$ cat config.mk
export PLATFORM = sky130hd
export DESIGN_NAME = salru_row_ram
export DESIGN_NICKNAME = d
export VERILOG_FILES = /design/src/design/salru_row_ram.sv
export SDC_FILE = /design/constraint.sdc
export NUM_CORES = 1
export LEC_CHECK = 0
export ABC_CLOCK_PERIOD_IN_PS = 2900
export BUFFER_PORTS_ARGS = -buffer_cell sky130_fd_sc_hd__buf_2
export CAP_MARGIN = 0
export CORE_MARGIN = 5
export CORE_UTILIZATION = 60
export CTS_CLUSTER_DIAMETER = 60
export DETAILED_ROUTE_END_ITERATION = 8
export GPL_TIMING_DRIVEN = 0
export PLACE_DENSITY_LB_ADDON = 0.2
export SLEW_MARGIN = 30
export SYNTH_ARGS = -nofsm -noshare
export SYNTH_HDL_FRONTEND = slang
export SYNTH_SLANG_ARGS = --single-unit
$ cat constraint.sdc
create_clock -name clk -period 2.9 [get_ports clk]
set_input_delay 0.435 -clock clk [delete_from_list [all_inputs] [get_ports clk]]
set_output_delay 0.435 -clock clk [all_outputs]
set_load 0.01 [all_outputs]
$ cat src/design/salru_row_ram.sv
// one-write one-read set row memory with registered read data
`default_nettype none
module salru_row_ram #(
  parameter int DEPTH  = 64,
  parameter int ADDR_W = 6,
  parameter int DATA_W = 8
) (
  input  wire logic              clk,
  input  wire logic              wr_en,
  input  wire logic [ADDR_W-1:0] wr_addr,
  input  wire logic [DATA_W-1:0] wr_data,
  input  wire logic              rd_en,
  input  wire logic [ADDR_W-1:0] rd_addr,
  output logic      [DATA_W-1:0] rd_data_r
);

  logic [DATA_W-1:0] mem [DEPTH];

  always_ff @(posedge clk) begin
    if (wr_en) begin
      mem[wr_addr] <= wr_data;
    end
  end

  always_ff @(posedge clk) begin
    if (rd_en) begin
      rd_data_r <= mem[rd_addr];
    end
  end

endmodule
`default_nettype wire

Yosys cells after proc, flatten, opt, wreduce, memory -nomap -nowiden
Memories as Yosys holds them, arrays and structs flattened. A register that Yosys moved wholly into a read port is not among the register bits.
Cells that the tools add are included.
Cells by class
  multiplexer cells: 2
Operators with widths (count)
  1-bit two-way mux: 2
Storage, ports and cells
  register bits after elaboration: 0
  memory bits (writable): 512
  bits of input ports: 23
  output and inout port bits: 8
  logic and storage cells: 3
  memories kept: 1
Memory list
  mem: depth 64, bits a word 8, read ports 1, clocked after memory_dff 1, wr ports 1, line 17  | logic [DATA_W-1:0] mem [DEPTH];

Logic depth before layout (Yosys ltp)
  depth in word-level cells: 2
  depth in mapped cells: 9
  depth with buffers taken out: 5

Worst setup path before layout
OpenSTA, ideal clock, no wires.
  path type: input -> register
  from: input rd_addr[1]
  to: register rd_data_r[3] (read register of mem) (data pin)
  setup time: 266 ps
  arrival: 1975 ps
  data required time: 2634 ps
  setup slack: 659 ps
  cell stages on the path: 7
  path buffers: 3
  cell sequence: buf_4 > buf_2 > buf_2 > mux4_2 > mux4_2 > o21ai_1 > o41ai_1
RTL lines
  start, declared: line 13  | input wire logic [ADDR_W-1:0] rd_addr,
  end, declared: line 14  | output logic [DATA_W-1:0] rd_data_r

==> metrics.md <==
| Metric | Value |
|---|---|
| CTS-repair resized insts | `0` |
| Final period utilization | `0.987` |
| Vias in the first global route | `roughly 10000` |
| Final hold vios | `0` |
| Initial antenna violation count | `3` |
| Core area | `33400 um^2` |
| ANT nets after route | `0` |
| Root Driver | `clkbuf_16` |
| Synth top area share | `0.771` |
| Critical path class | `in -> reg` |
| First-pass GRT wire length | `67800 um` |
| Clock latency reported for the late side of the worst-skew pair | `0.56 ns` |
| Clock sinks | `between 500 and 600` |
| Die Height | `194 um` |
| DRC | `0` |
| Final worst path period need | `2.86 ns` |
| CTS H-Tree Depth | `2` |
| Yosys cell types | `39` |
| Width of the die | `slightly below 200 um` |
| Routed len/inst | `roughly 31 um` |
| Nets | `between 1000 and 1500` |
| RSZ-0062 raised after global routing | `false` |
| Cell taking the most area after synthesis | `edfxtp_1` |
| Row Count | `67` |
| Largest net degree at the start of global routing | `between 60 and 70` |
| Final instance area | `between 20000 and 25000 um^2` |
| Finished Layout Cells | `between 1500 and 2000` |
| CP arrival | `roughly 3.1 ns` |
| Pleak | `about 7.0 nW` |
| Most common cell in the netlist | `edfxtp_1` |
| Filler cells | `~2100` |
| Cells after synthesis | `940` |
| DR iter-0 viols | `1391` |
| Post-Route Skew | `just over 0.02 ns` |
| Tot GR Track Use | `0.249` |
| CTS tree | `done` |
| HPWL Detailed | `between 20000 and 30000 um` |
| Port bufs | `22` |
| Worst EP required | `3.14 ns` |
| Max-cap violations | `0` |
| Outcome | `completed` |
| Measured slew at the worst slew-check pin | `roughly 0.94 ns` |
| # placed instances | `1411` |
| GRT Residual Overflow | `0` |
| Fin util | `0.673` |
| Crit path max fanout | `10` |
| Hold_ws | `0.224 ns` |
| Synth Net Count | `963` |
| Cell Area, Synth | `roughly 20000 um^2` |
| # diodes | `0` |
| Startpoint types | `primary input` |
| Final setup fails | `0` |
| Syn Area/Cell | `roughly 22 um^2` |
| PwrDens | `roughly 680 nW/um^2` |
| Setup bufs post-CTS | `0` |
| Hold Crit Class | `in -> reg` |
| VDD IR max | `about 0.00046 V` |
| Yosys warnings | `0` |
| Clock Path Buffers | `3` |
| Yosys reg bits | `520` |
| CTS Hold Bufs | `0` |
| Ys flop type | `edfxtp_1` |
| Die area | `about 38000 um^2` |
| Starting Density | `0.605` |
| Post-DP Area | `between 20000 and 25000 um^2` |
| Drt first pass iters | `5` |
| IO Count | `31` |
| Detailed Route WL | `46200 um` |
| Sequential share of the synthesized area | `0.771` |
| Vias per inst | `about 6.6` |
| FMAX | `between 300 and 400 MHz` |
| Post-synth EDFFs | `between 500 and 600` |
| Most frequent cells after synthesis | `edfxtp_1 (520), mux4_2 (126), nor2_1 (83)` |
| Max Transition Viols Final | `0` |
| Synth top area cells | `edfxtp_1 (77%), mux4_2 (14%), nor2_1 (1.5%)` |
| Crit end category | `register` |
| Clock buffer count from CTS | `between 40 and 50` |
| Max transition margin | `0.368` |
| Clock transition at the registers of the reported paths | `0.06 ns` |
| Gpl congestion | `0.948` |
| Via count | `around 10000` |
| Layout overhead on the synthesized area | `11.2%` |
| Layout cells sized above 1 | `0.250` |
| FFs w/ async S/R, synth | `0` |
| Tot Pwr | `15.3 mW` |
[worst paths after layout]
check                        from                      to  slack (ns)  cells past startpoint
min                         rd_en  rd_data_r[4]$_DFFE_PP_        0.22                      1
max reg2reg  mem[16][6]$_DFFE_PP_  rd_data_r[6]$_DFFE_PP_        0.52                      5
max                    rd_addr[2]  rd_data_r[5]$_DFFE_PP_        0.04                      7
min reg2reg   mem[2][7]$_DFFE_PP_  rd_data_r[7]$_DFFE_PP_        1.08                      4
[state kept, by name (all words and copies together) (netlist names)]
register and cells:
rd_data_r 8, mem 512
[critical path, cell delays in order]
cell and delay, ns:
buf_2 0.20, buf_4 0.28, clkbuf_1 0.62, buf_2 0.50, o221ai_1 0.21, o21a_1 0.17
o41ai_1 0.67
[layout make-up]
type | count | area [um^2] | area share
buffer | 51 | 318 | 0.0141
clock buffer | 59 | 1310 | 0.0580
clock inverter | 31 | 238 | 0.0106
multi-input combinational | 369 | 4330 | 0.192
sequential | 520 | 15600 | 0.693
tap | 448 | 561 | 0.0249
timing repair buffer | 23 | 155 | 0.00689
[through the flow]
stage | worst slack [ns] | setup TNS [ns]
floorplan | 0.659 | 0
CTS | 0.0521 | 0
global placement | -0.456 | -2.18
finish | 0.0368 | 0
detailed placement | -0.522 | -2.36
global route | 0.0153 | 0
[cell families (layout without fill, tap and decap cells)]
family,count (synthesis),in the layout,synth area share
AOI/OAI and AO/OA,54,54,0.0206
DFF,520,520,0.771
muxes,162,162,0.159
buffers and inverters,51,164,0.0156
and+or+nand+nor,153,153,0.0337
[power by group]
| part | switching [mW] | leakage [nW] | total (mW) | internal (mW) |
|---|---|---|---|---|
| registers | 0.0130 | 4.69 | 8.35 | 8.33 |
| logic | 0.528 | 1.56 | 0.825 | 0.297 |
| clock network | 2.62 | 0.761 | 6.17 | 3.55 |
| total | 3.16 | 7.01 | 15.3 | 12.2 |
[placed cells by master, fill, tap and decap left out, types with 2 or more instances in the layout]
master,Yosys,routed
nand3b_1,3,3
o32ai_1,2,2
o221ai_1,8,8
a22oi_1,3,3
o21a_1,2,2
mux2_2,13,13
clkinv_1,0,17
buf_4,13,20
nor2b_1,14,14
o21ai_0,2,2
nor4_1,2,2
buf_12,2,2
nor2_1,83,82
buf_6,4,4
a2111oi_0,2,2
nand2_1,19,19
a211oi_1,4,4
clkbuf_1,17,25
nor3_2,0,2
clkinv_2,0,9
o2bb2ai_1,3,3
clkbuf_16,0,51
nand4_1,2,2
mux4_2,126,126
a21oi_1,3,3
o21ai_1,2,2
nand2b_1,7,7
edfxtp_1,520,520
buf_1,4,3
o22ai_1,8,8
a221oi_1,6,6
o41ai_1,2,2
nand3_1,13,13
bufinv_16,0,4
buf_2,11,26
o221a_2,2,2
o2111ai_1,3,3
mux2i_1,23,23
nor3_1,7,5
[routing by layer]
metal,vias up,global-route usage,share of wire
met5,-,0,0.00061
met4,6,0.0677,0.030
met3,112,0.0520,0.10
met2,602,0.372,0.46
met1,5145,0.385,0.40
li1,4093,-,-
Power figures use the tool's default switching activity.
